$ cat src/rtl/bsd_pkg.sv
`timescale 1ns / 1ps
// ----------------------------------------------------------------------------
// bsd_pkg: shared types and constants of the base64 stream decoder
// Result kinds, character codes, the sextet table and the job record that
// travels from the front end through the job queue to the result stage.
// ----------------------------------------------------------------------------
package bsd_pkg;

	localparam logic [1:0] KIND_BYTE = 2'd0;
	localparam logic [1:0] KIND_OK   = 2'd1;
	localparam logic [1:0] KIND_BAD  = 2'd2;

	localparam logic [7:0] CHAR_PAD = 8'h3D;

	// Default depth of the job queue between front end and result stage.
	localparam int JOB_DEPTH = 4;

	// One job holds everything a single input item gives rise to.
	typedef struct packed {
		logic [23:0] bits;
		logic [1:0]  nbytes;
		logic        has_final;
		logic [1:0]  final_kind;
	} bsd_job_t;

	// Six-bit value of a character of either alphabet; bit 6 set means the
	// character belongs to neither.
	function automatic logic [6:0] sextet_of(input logic [7:0] c);
		logic [6:0] v;
		v = 7'd64;
		if (c >= 8'h41 && c <= 8'h5A) begin
			v = 7'(c - 8'h41);
		end else if (c >= 8'h61 && c <= 8'h7A) begin
			v = 7'(c - 8'h61 + 8'd26);
		end else if (c >= 8'h30 && c <= 8'h39) begin
			v = 7'(c - 8'h30 + 8'd52);
		end else if (c == 8'h2D || c == 8'h2B) begin
			v = 7'd62;
		end else if (c == 8'h5F || c == 8'h2F) begin
			v = 7'd63;
		end
		return v;
	endfunction

endpackage

$ cat src/rtl/base64_stream_decoder.sv
`timescale 1ns / 1ps
// ----------------------------------------------------------------------------
// base64_stream_decoder: streaming base64 decoder, both alphabets
//
// Channel  Direction  Handshake         Payload
// input    in         push / full       char_code, char_present, end_of_text
// result   out        empty / pop       byte_out, kind, is_last
//
// A character beat is decoded in the cycle it is taken; up to one item per
// cycle while the queue has room. Each item yields up to four results, sent
// one per cycle from the queue head while pops keep up, so the result side
// sets the sustained rate when groups complete often. Reset is asynchronous
// and clears group state, queue and output register. Either side may stall
// without stopping the other until the queue of QUEUE_DEPTH jobs fills.
// ----------------------------------------------------------------------------
module base64_stream_decoder import bsd_pkg::*; #(
	parameter int QUEUE_DEPTH = JOB_DEPTH
) (
	input  logic       clk,
	input  logic       arst_n,
	input  logic       push,
	output logic       full,
	input  logic [7:0] char_code,
	input  logic       char_present,
	input  logic       end_of_text,
	output logic       empty,
	input  logic       pop,
	output logic [7:0] byte_out,
	output logic [1:0] kind,
	output logic       is_last
);

	logic     job_push;
	bsd_job_t job;
	logic     q_full;
	logic     head_pop;
	bsd_job_t head;
	logic     head_valid;

	assign full = q_full;

	bsd_front u_front (
		.clk          (clk),
		.arst_n       (arst_n),
		.char_code    (char_code),
		.char_present (char_present),
		.end_of_text  (end_of_text),
		.push         (push),
		.q_full       (q_full),
		.job_push     (job_push),
		.job          (job)
	);

	bsd_fifo #(
		.DEPTH (QUEUE_DEPTH)
	) u_fifo (
		.clk        (clk),
		.arst_n     (arst_n),
		.wr         (job_push),
		.wr_job     (job),
		.full       (q_full),
		.rd         (head_pop),
		.head       (head),
		.head_valid (head_valid)
	);

	bsd_back u_back (
		.clk        (clk),
		.arst_n     (arst_n),
		.head       (head),
		.head_valid (head_valid),
		.head_pop   (head_pop),
		.pop        (pop),
		.empty      (empty),
		.byte_out   (byte_out),
		.kind       (kind),
		.is_last    (is_last)
	);

endmodule

$ cat src/rtl/bsd_front.sv
`timescale 1ns / 1ps
// ----------------------------------------------------------------------------
// bsd_front: character intake and group decoding
// Takes one character beat per cycle unless the queue is full, keeps group
// and run state, writes one job per item yielding bytes or end-of-text result.
// ----------------------------------------------------------------------------
module bsd_front import bsd_pkg::*; (
	input  logic       clk,
	input  logic       arst_n,
	input  logic [7:0] char_code,
	input  logic       char_present,
	input  logic       end_of_text,
	input  logic       push,
	input  logic       q_full,
	output logic       job_push,
	output bsd_job_t   job
);

	localparam logic [1:0] MODE_RUN  = 2'd0;
	localparam logic [1:0] MODE_STOP = 2'd1;
	localparam logic [1:0] MODE_FAIL = 2'd2;

	logic [1:0]  mode_q, mode_n;
	logic [23:0] bits_q, bits_n;
	logic [2:0]  cnt_q, cnt_n;
	logic [2:0]  pad_q, pad_n;
	logic        accept;

	assign accept = push && !q_full;

	always_comb begin
		logic [6:0] sv;
		logic [2:0] marker;
		sv     = sextet_of(char_code);
		marker = 3'd0;
		mode_n = mode_q;
		bits_n = bits_q;
		cnt_n  = cnt_q;
		pad_n  = pad_q;
		job.bits       = 24'd0;
		job.nbytes     = 2'd0;
		job.has_final  = 1'b0;
		job.final_kind = KIND_OK;

		if (char_present && mode_q == MODE_RUN) begin
			if (char_code == CHAR_PAD) begin
				if (cnt_q == 3'd0) begin
					mode_n = MODE_STOP;
				end else begin
					pad_n  = pad_q + 3'd1;
					bits_n = {bits_q[17:0], 6'd0};
					cnt_n  = cnt_q + 3'd1;
				end
			end else if (pad_q != 3'd0 || sv[6]) begin
				mode_n = MODE_FAIL;
				bits_n = 24'd0;
				cnt_n  = 3'd0;
				pad_n  = 3'd0;
			end else begin
				bits_n = {bits_q[17:0], sv[5:0]};
				cnt_n  = cnt_q + 3'd1;
			end

			if (mode_n == MODE_RUN && cnt_n >= 3'd4) begin
				if (pad_n > 3'd2) begin
					mode_n = MODE_FAIL;
				end else begin
					job.bits   = bits_n;
					job.nbytes = 2'(3'd3 - pad_n);
					if (pad_n != 3'd0) begin
						mode_n = MODE_STOP;
					end
				end
				bits_n = 24'd0;
				cnt_n  = 3'd0;
				pad_n  = 3'd0;
			end
		end

		if (end_of_text) begin
			if (mode_n == MODE_RUN && cnt_n != 3'd0) begin
				if (cnt_n < 3'd2) begin
					mode_n = MODE_FAIL;
				end else begin
					marker = (pad_n != 3'd0) ? pad_n : 3'(3'd4 - cnt_n);
					if (marker > 3'd2) begin
						mode_n = MODE_FAIL;
					end else begin
						// A short group is left-aligned as if padded out to four.
						job.bits   = (cnt_n == 3'd3) ? {bits_n[17:0], 6'd0}
						                             : {bits_n[11:0], 12'd0};
						job.nbytes = 2'(3'd3 - marker);
						if (pad_n != 3'd0) begin
							mode_n = MODE_STOP;
						end
					end
				end
			end
			job.has_final  = 1'b1;
			job.final_kind = (mode_n == MODE_RUN || mode_n == MODE_STOP) ? KIND_OK : KIND_BAD;
			mode_n = MODE_RUN;
			bits_n = 24'd0;
			cnt_n  = 3'd0;
			pad_n  = 3'd0;
		end
	end

	assign job_push = accept && (job.nbytes != 2'd0 || job.has_final);

	always_ff @(posedge clk or negedge arst_n) begin
		if (!arst_n) begin
			mode_q <= MODE_RUN;
			bits_q <= 24'd0;
			cnt_q  <= 3'd0;
			pad_q  <= 3'd0;
		end else if (accept) begin
			mode_q <= mode_n;
			bits_q <= bits_n;
			cnt_q  <= cnt_n;
			pad_q  <= pad_n;
		end
	end

endmodule

$ cat src/rtl/bsd_fifo.sv
`timescale 1ns / 1ps
// ----------------------------------------------------------------------------
// bsd_fifo: job queue
// Short register queue that decouples the front end from the result stage;
// the head entry is visible without a pop.
// ----------------------------------------------------------------------------
module bsd_fifo import bsd_pkg::*; #(
	parameter int DEPTH = JOB_DEPTH
) (
	input  logic     clk,
	input  logic     arst_n,
	input  logic     wr,
	input  bsd_job_t wr_job,
	output logic     full,
	input  logic     rd,
	output bsd_job_t head,
	output logic     head_valid
);

	localparam int AW = $clog2(DEPTH);
	localparam int CW = $clog2(DEPTH + 1);

	bsd_job_t        mem_q [DEPTH];
	logic [AW-1:0]   wr_ptr_q, rd_ptr_q;
	logic [CW-1:0]   count_q;

	assign full       = (count_q == CW'(DEPTH));
	assign head_valid = (count_q != CW'(0));
	assign head       = mem_q[rd_ptr_q];

	always_ff @(posedge clk) begin
		if (wr) begin
			mem_q[wr_ptr_q] <= wr_job;
		end
	end

	always_ff @(posedge clk or negedge arst_n) begin
		if (!arst_n) begin
			wr_ptr_q <= '0;
			rd_ptr_q <= '0;
			count_q  <= '0;
		end else begin
			if (wr) begin
				wr_ptr_q <= (wr_ptr_q == AW'(DEPTH - 1)) ? '0 : wr_ptr_q + AW'(1);
			end
			if (rd) begin
				rd_ptr_q <= (rd_ptr_q == AW'(DEPTH - 1)) ? '0 : rd_ptr_q + AW'(1);
			end
			if (wr && !rd) begin
				count_q <= count_q + CW'(1);
			end else if (rd && !wr) begin
				count_q <= count_q - CW'(1);
			end
		end
	end

	a_no_overflow: assert property (@(posedge clk) disable iff (!arst_n)
		!(wr && full && !rd))
		else $error("job queue written while full");

	a_no_underflow: assert property (@(posedge clk) disable iff (!arst_n)
		!(rd && !head_valid))
		else $error("job queue read while empty");

	a_count_range: assert property (@(posedge clk) disable iff (!arst_n)
		count_q <= CW'(DEPTH))
		else $error("job queue count beyond depth");

endmodule

$ cat src/rtl/bsd_back.sv
`timescale 1ns / 1ps
// ----------------------------------------------------------------------------
// bsd_back: result stage
// Walks the head job into the output register one result per cycle while pops
// keep up, and retires the job with its last result.
// ----------------------------------------------------------------------------
module bsd_back import bsd_pkg::*; (
	input  logic       clk,
	input  logic       arst_n,
	input  bsd_job_t   head,
	input  logic       head_valid,
	output logic       head_pop,
	input  logic       pop,
	output logic       empty,
	output logic [7:0] byte_out,
	output logic [1:0] kind,
	output logic       is_last
);

	logic [1:0] step_q;
	logic       out_valid_q;
	logic [7:0] byte_q;
	logic [1:0] kind_q;
	logic       last_q;
	logic       load;
	logic [2:0] total;
	logic       last_step;
	logic       is_byte;
	logic [7:0] sel_byte;

	assign load      = head_valid && (!out_valid_q || pop);
	assign total     = {1'b0, head.nbytes} + {2'd0, head.has_final};
	assign last_step = ({1'b0, step_q} == total - 3'd1);
	assign is_byte   = ({1'b0, step_q} < {1'b0, head.nbytes});
	assign head_pop  = load && last_step;

	always_comb begin
		unique case (step_q)
			2'd0: sel_byte = head.bits[23:16];
			2'd1: sel_byte = head.bits[15:8];
			2'd2: sel_byte = head.bits[7:0];
			2'd3: sel_byte = 8'd0;
		endcase
	end

	always_ff @(posedge clk or negedge arst_n) begin
		if (!arst_n) begin
			step_q      <= 2'd0;
			out_valid_q <= 1'b0;
		end else begin
			if (load) begin
				step_q      <= last_step ? 2'd0 : step_q + 2'd1;
				out_valid_q <= 1'b1;
			end else if (pop) begin
				out_valid_q <= 1'b0;
			end
		end
	end

	always_ff @(posedge clk) begin
		if (load) begin
			byte_q <= is_byte ? sel_byte : 8'd0;
			kind_q <= is_byte ? KIND_BYTE : head.final_kind;
			last_q <= !is_byte;
		end
	end

	assign empty    = !out_valid_q;
	assign byte_out = byte_q;
	assign kind     = kind_q;
	assign is_last  = last_q;

	a_idle_step: assert property (@(posedge clk) disable iff (!arst_n)
		!head_valid |-> step_q == 2'd0)
		else $error("result step left over without a job");

	a_step_range: assert property (@(posedge clk) disable iff (!arst_n)
		head_valid |-> {1'b0, step_q} < total)
		else $error("result step beyond the job");

	a_last_kind: assert property (@(posedge clk) disable iff (!arst_n)
		out_valid_q |-> (last_q == (kind_q != KIND_BYTE)))
		else $error("final mark and result kind disagree");

endmodule
$ cat config.mk
export PLATFORM = sky130hd
export DESIGN_NAME = base64_stream_decoder
export DESIGN_NICKNAME = d
export VERILOG_FILES = /design/src/rtl/bsd_pkg.sv /design/src/rtl/base64_stream_decoder.sv /design/src/rtl/bsd_front.sv /design/src/rtl/bsd_fifo.sv /design/src/rtl/bsd_back.sv
export SDC_FILE = /design/constraint.sdc
export NUM_CORES = 1
export LEC_CHECK = 0
export ABC_CLOCK_PERIOD_IN_PS = 8460
export BUFFER_PORTS_ARGS = -buffer_cell sky130_fd_sc_hd__buf_2
export CAP_MARGIN = 20
export CELL_PAD_IN_SITES_DETAIL_PLACEMENT = 0
export CELL_PAD_IN_SITES_GLOBAL_PLACEMENT = 1
export CORE_MARGIN = 2
export CORE_UTILIZATION = 56
export CTS_CLUSTER_SIZE = 10
export DETAILED_ROUTE_END_ITERATION = 12
export PLACE_DENSITY = 0.88
export SYNTH_ARGS = -nofsm -noshare
export SYNTH_HDL_FRONTEND = slang
export SYNTH_SLANG_ARGS = --single-unit
$ cat constraint.sdc
create_clock -name clk -period 8.46 [get_ports clk]
set_input_delay 1.269 -clock clk [delete_from_list [all_inputs] [get_ports clk]]
set_output_delay 1.269 -clock clk [all_outputs]
set_load 0.1 [all_outputs]
# == Word level (Yosys, flattened, before mapping) ==
# Memory sizes are Yosys's and may differ from the RTL's.
# Index checks and enable logic that the tools add are counted.
# totals
reg_bits,53
ramBits,116
in_bits,14
elab_cells,154
mem_count,1
# mem_list
name,depth,width,read_ports,rd_ports_with_merged_regs,write_ports,line_no,rtl
u_fifo.mem_q,4,29,1,0,1,bsd_fifo.sv:23,bsd_job_t mem_q [DEPTH];
# classes
add_sub_neg,17
order_cmp,11
eq_ne,14
mux,59
n_reduce_logical,39
# op_table
cell,n
$mux 24,7
$mux 26,6
$mux 3,17
$mux 2,18
$mux 7,5
$eq 8x6->1 const B,4
$pmux 8 s4,1
$mux 29,1
$ge 8x7->1 const B,2
$le 8x7->1 const B,2
$reduce_bool 3->1,5
$sub 7x7->7 const B,2
$logic_and 1x1->1,12
$logic_not 2->1,5
$add 3x1->3 const B,3
$eq 2x2->1 const B,4
$eq 8x7->1 const B,1
$ge 8x6->1 const B,1
$le 8x6->1 const B,1
$reduce_bool 2->1,4
$add 7x5->7 const B,1
$add 7x6->7 const B,1
$sub 7x6->7 const B,1
$add 2x1->2 const B,3
other kinds (17),33

# == Depth between registers and ports, before layout ==
# depth
word_depth,33
mapped_depth,19
depth_no_buf,15

# == Modules after synthesis ==
# A second synthesis with hierarchy kept.
# unflattened
hier_cells,726
area_unflattened_um2,9048.7
# by_module_without_submodules
module,instances,cells_per_inst,area_per_inst_um2,seq_area_each_um2
bsd_fifo,1,188,4601.9,3658.5
bsd_front,1,458,3599.7,800.8
bsd_back,1,80,847.1,405.4

# == Worst setup path before layout ==
# OpenSTA, ideal clock, no wires.
# synth_timing
path_kind,input -> register
startpoint,input char_code[2]
endpoint,"memory u_fifo.mem_q[0][19] (netlist bit), data pin"
arrival_time_ps,4301
t_required_ps,8194
path_slack_ps,3893
path_stages,16
n_path_buf,2
path_cell_list,inv_1 > ha_1 > nor2b_4 > o211ai_1 > a31oi_4 > a21oi_1 > a2bb2oi_1 > buf_2 > a31oi_1 > ha_1 > ha_1 > o211ai_1 > nand3b_1 > and4b_1 > buf_2 > a32o_1
# synth_lines
element,line_no,rtl
from (decl),base64_stream_decoder.sv:23,"input logic [7:0] char_code,"
to (decl),bsd_fifo.sv:23,

==> metrics.yaml <==
synth_edf_count: 127
fin_crit_ps: 5750
cts_max_level: 4
setup_viol: 0
ant_nets: 0
synth_cell_type_count: 84
grt_max_degree: 43
dp.cells: 934
power_density_mw_per_mm2: 288
clk_path_buf_depth: 2
drive_gt1_share_pct: 16.0
port_buffers: 26
relSlewSlack_pct: 31.8
antenna_found_initial: 0
max_freq_ghz: 0.174
worstPathRequired_ps: 8620
clock_skew_ps: 10.8
syn2layout_area_growth_pct: 9.80
yosysMostFrequentCell: "edfxtp_1"
p_leak_nw: 3.60
yosys_warnings: 0
place_congestion: 0.909
hold_class: "reg2reg"
status: "finished, final reports clean"
start_util_pct: 56.8
synth-seq-cells: 169
grt_first_pass_wirelength_um: 34600
switching_share_pct: 37.0
cts.repair.resized: 0
comb_power_share_pct: 35.1
p_int_mw: 1.78
tightest_slew_ps: 1020
ys_top_cells_by_count: "127 x edfxtp_1, 78 x nand2_1, 43 x nor2_1, 42 x dfrtp_1, 38 x o21ai_0"
grt_overflow_total: 0
grt_pass1_vias: 6293
total_power_mw: 2.82
drt_pre_antenna_iters: 5
cap_violations: 0
tns_ps: 0
postCtsSetupBuffers: 0
fin_nets: 780
nFillCells: 1240
grt_util_all_layers_pct: 27.2
cts_root_buf: "clkbuf_16"
end_kind: "flip-flop"
avgSynthCellArea_um2: 12.3
die_y_um: 130
std_cell_rows: 46
criticalPathCategory: "in2reg"
cts_tree: "built"
dpl_cell_area_mm2: 0.00921
antenna_cells: 0
viasPerCell: 6.49
final_cell_area_mm2: 0.00980
p_switching_mw: 1.04
dp_hpwl_um: 14600
p_seq_share_pct: 37.9
async_flop_share_pct: 24.9
post-place-ws_ps: 1960
final_cells: 967
drc: 0
multi_input_area_mm2: 0.00379
holdWs_ps: 514
rsz0062_at_grt: "no"
regArea_mm2: 0.00487
clk_pin_slew_ps: 60
cts_hold_buf: 0
synth_area_leader_cell: "edfxtp_1"
num_vias: 6280
yosysTopAreaCellShare_pct: 42.7
floorplan.die.width_um: 130
seq_area_frac_synth_pct: 54.5
clock_latency_ps: 430
finalHoldViolCount: 0
slew_violations: 0
layout_setup_ws_ps: 2710
avgRoutedWirePerCell_um: 22.2
ios: 27
final_util_pct: 62.3
synthCells: 727
cts.sinks: 169
numCtsBuffers: 17
peakVddDrop_mv: 0.210
syn_nets: 769
wl_um: 21500
ys.flop_type: "edfxtp_1"
cp.arrival_ps: 5910
critPathMaxFanout: 15
core_mm2: 0.0157
clkPwrFrac_pct: 27.0
fin_crit_sh_pct: 68.0
drt_iter0_drc: 588
worst_setup_path_start_kind: "primary input"
dieArea_mm2: 0.0170
syn-cell-area_mm2: 0.00892
ys_top_cells_by_area: "edfxtp_1 43%, dfrtp_1 12%, mux4_2 7.3%, ha_1 3.8%, nand2_1 3.3%"
-- critical path: stages --
cell and delay [ps]:
buf_2 160, inv_1 130, ha_1 320, nand4b_4 180, nor2_1 590, nand2_1 520, a2bb2oi_1 510, buf_4 270
a31oi_1 160, ha_1 220, ha_1 170, a21oi_1 150, o31ai_2 100, nand4b_2 540, o31ai_1 600
-- cells by family (layout without fill, tap and decap cells) --
kind of cell             after synthesis  after routing  share of synthesized area (%)
buffers and inverters                 69             93                           3.16
adder cells (fa/ha/maj)               28             28                           4.01
XOR/XNOR                              10             10                          0.982
multiplexers                          47             47                           9.48
AO/OA/AOI/OAI                        204            204                           16.5
AND/OR/NAND/NOR                      200            200                           11.3
flip-flops                           169            169                           54.5
-- sequential cells by signal, summed over array words and instances (netlist names), 3 cells and up --
| name | flops |
|---|---|
| u_front.bits_q | 24 |
| u_back.byte_out | 8 |
| u_front.pad_q | 3 |
| u_front.cnt_q | 3 |
| u_fifo.mem_q | 116 |
| u_fifo.count_q | 3 |
-- path summary, 6_finish.rpt --
kind                                                  endpoint  cells after the start  slack (ps)                     startpoint
max in group asynchronous       u_fifo.rd_ptr_q[0]$_DFFE_PN0P_                      1        6740                         arst_n
min in group asynchronous        u_fifo.count_q[0]$_DFFE_PN0P_                      1        1020                         arst_n
worst min register to register   u_fifo.count_q[2]$_DFFE_PN0P_                      1         510  u_fifo.count_q[2]$_DFFE_PN0P_
worst max-delay path             u_fifo.mem_q[2][13]$_DFFE_PP_                     15        2710                   char_code[1]
worst max register to register   u_fifo.mem_q[2][13]$_DFFE_PP_                     13        3750   u_front.cnt_q[0]$_DFFE_PN0P_
worst min-delay path             u_fifo.count_q[2]$_DFFE_PN0P_                      1         510  u_fifo.count_q[2]$_DFFE_PN0P_
-- final cells by class --
class                   instances  area share [%]
clock buffers                  19            4.42
flip-flops and latches        169            49.7
repair buffers                 35            2.02
inverters                      26           0.996
clock inverters                13            1.48
well taps                     216            2.76
multi-input cells             489            38.7
-- layer usage --
metal  vias to the layer above  share of wire, %  track usage, %
met2                       246                50            44.9
met3                        31               5.6            4.92
met5                         -                 0               0
met4                         0               1.9            8.79
li1                       2837                 -               -
met1                      3166                42            36.9
-- cell usage in the layout (no fill, tap or decap), types with 4 or more instances in the layout --
master,Yosys,final
edfxtp_1,127,127
nand2_1,78,78
nor2_1,43,43
dfrtp_1,42,41
o21ai_0,38,38
a21oi_1,32,32
mux4_2,29,29
ha_1,27,27
inv_1,26,26
buf_2,7,26
a22oi_1,24,24
a22o_1,17,17
clkbuf_16,0,17
o22ai_1,16,16
mux2i_1,14,14
nor3_1,13,13
nand3_1,10,10
nand2b_1,9,9
o31ai_1,9,9
buf_4,1,9
and2_1,11,7
a221o_1,6,6
a21o_1,5,5
xnor2_1,5,5
o21a_1,5,5
xor2_1,5,5
a32o_1,5,5
o211ai_1,4,4
nand4_1,4,4
and2_2,0,4
-- power by group through the flow --
| stage | registers, mW | clock network (mW) | logic [mW] |
|---|---|---|---|
| 4_1_cts | 1.07 | 0.766 | 0.997 |
| 5_1_grt | 1.08 | 0.801 | 1.08 |
| 6_report | 1.07 | 0.761 | 0.991 |
| 2_1_floorplan | 1.28 | 0 | 0.572 |
| 3_3_place_gp | 1.08 | 0 | 0.964 |
| 3_5_place_dp | 1.09 | 0 | 0.991 |
Note: power is estimated with default switching activity, not from simulation.
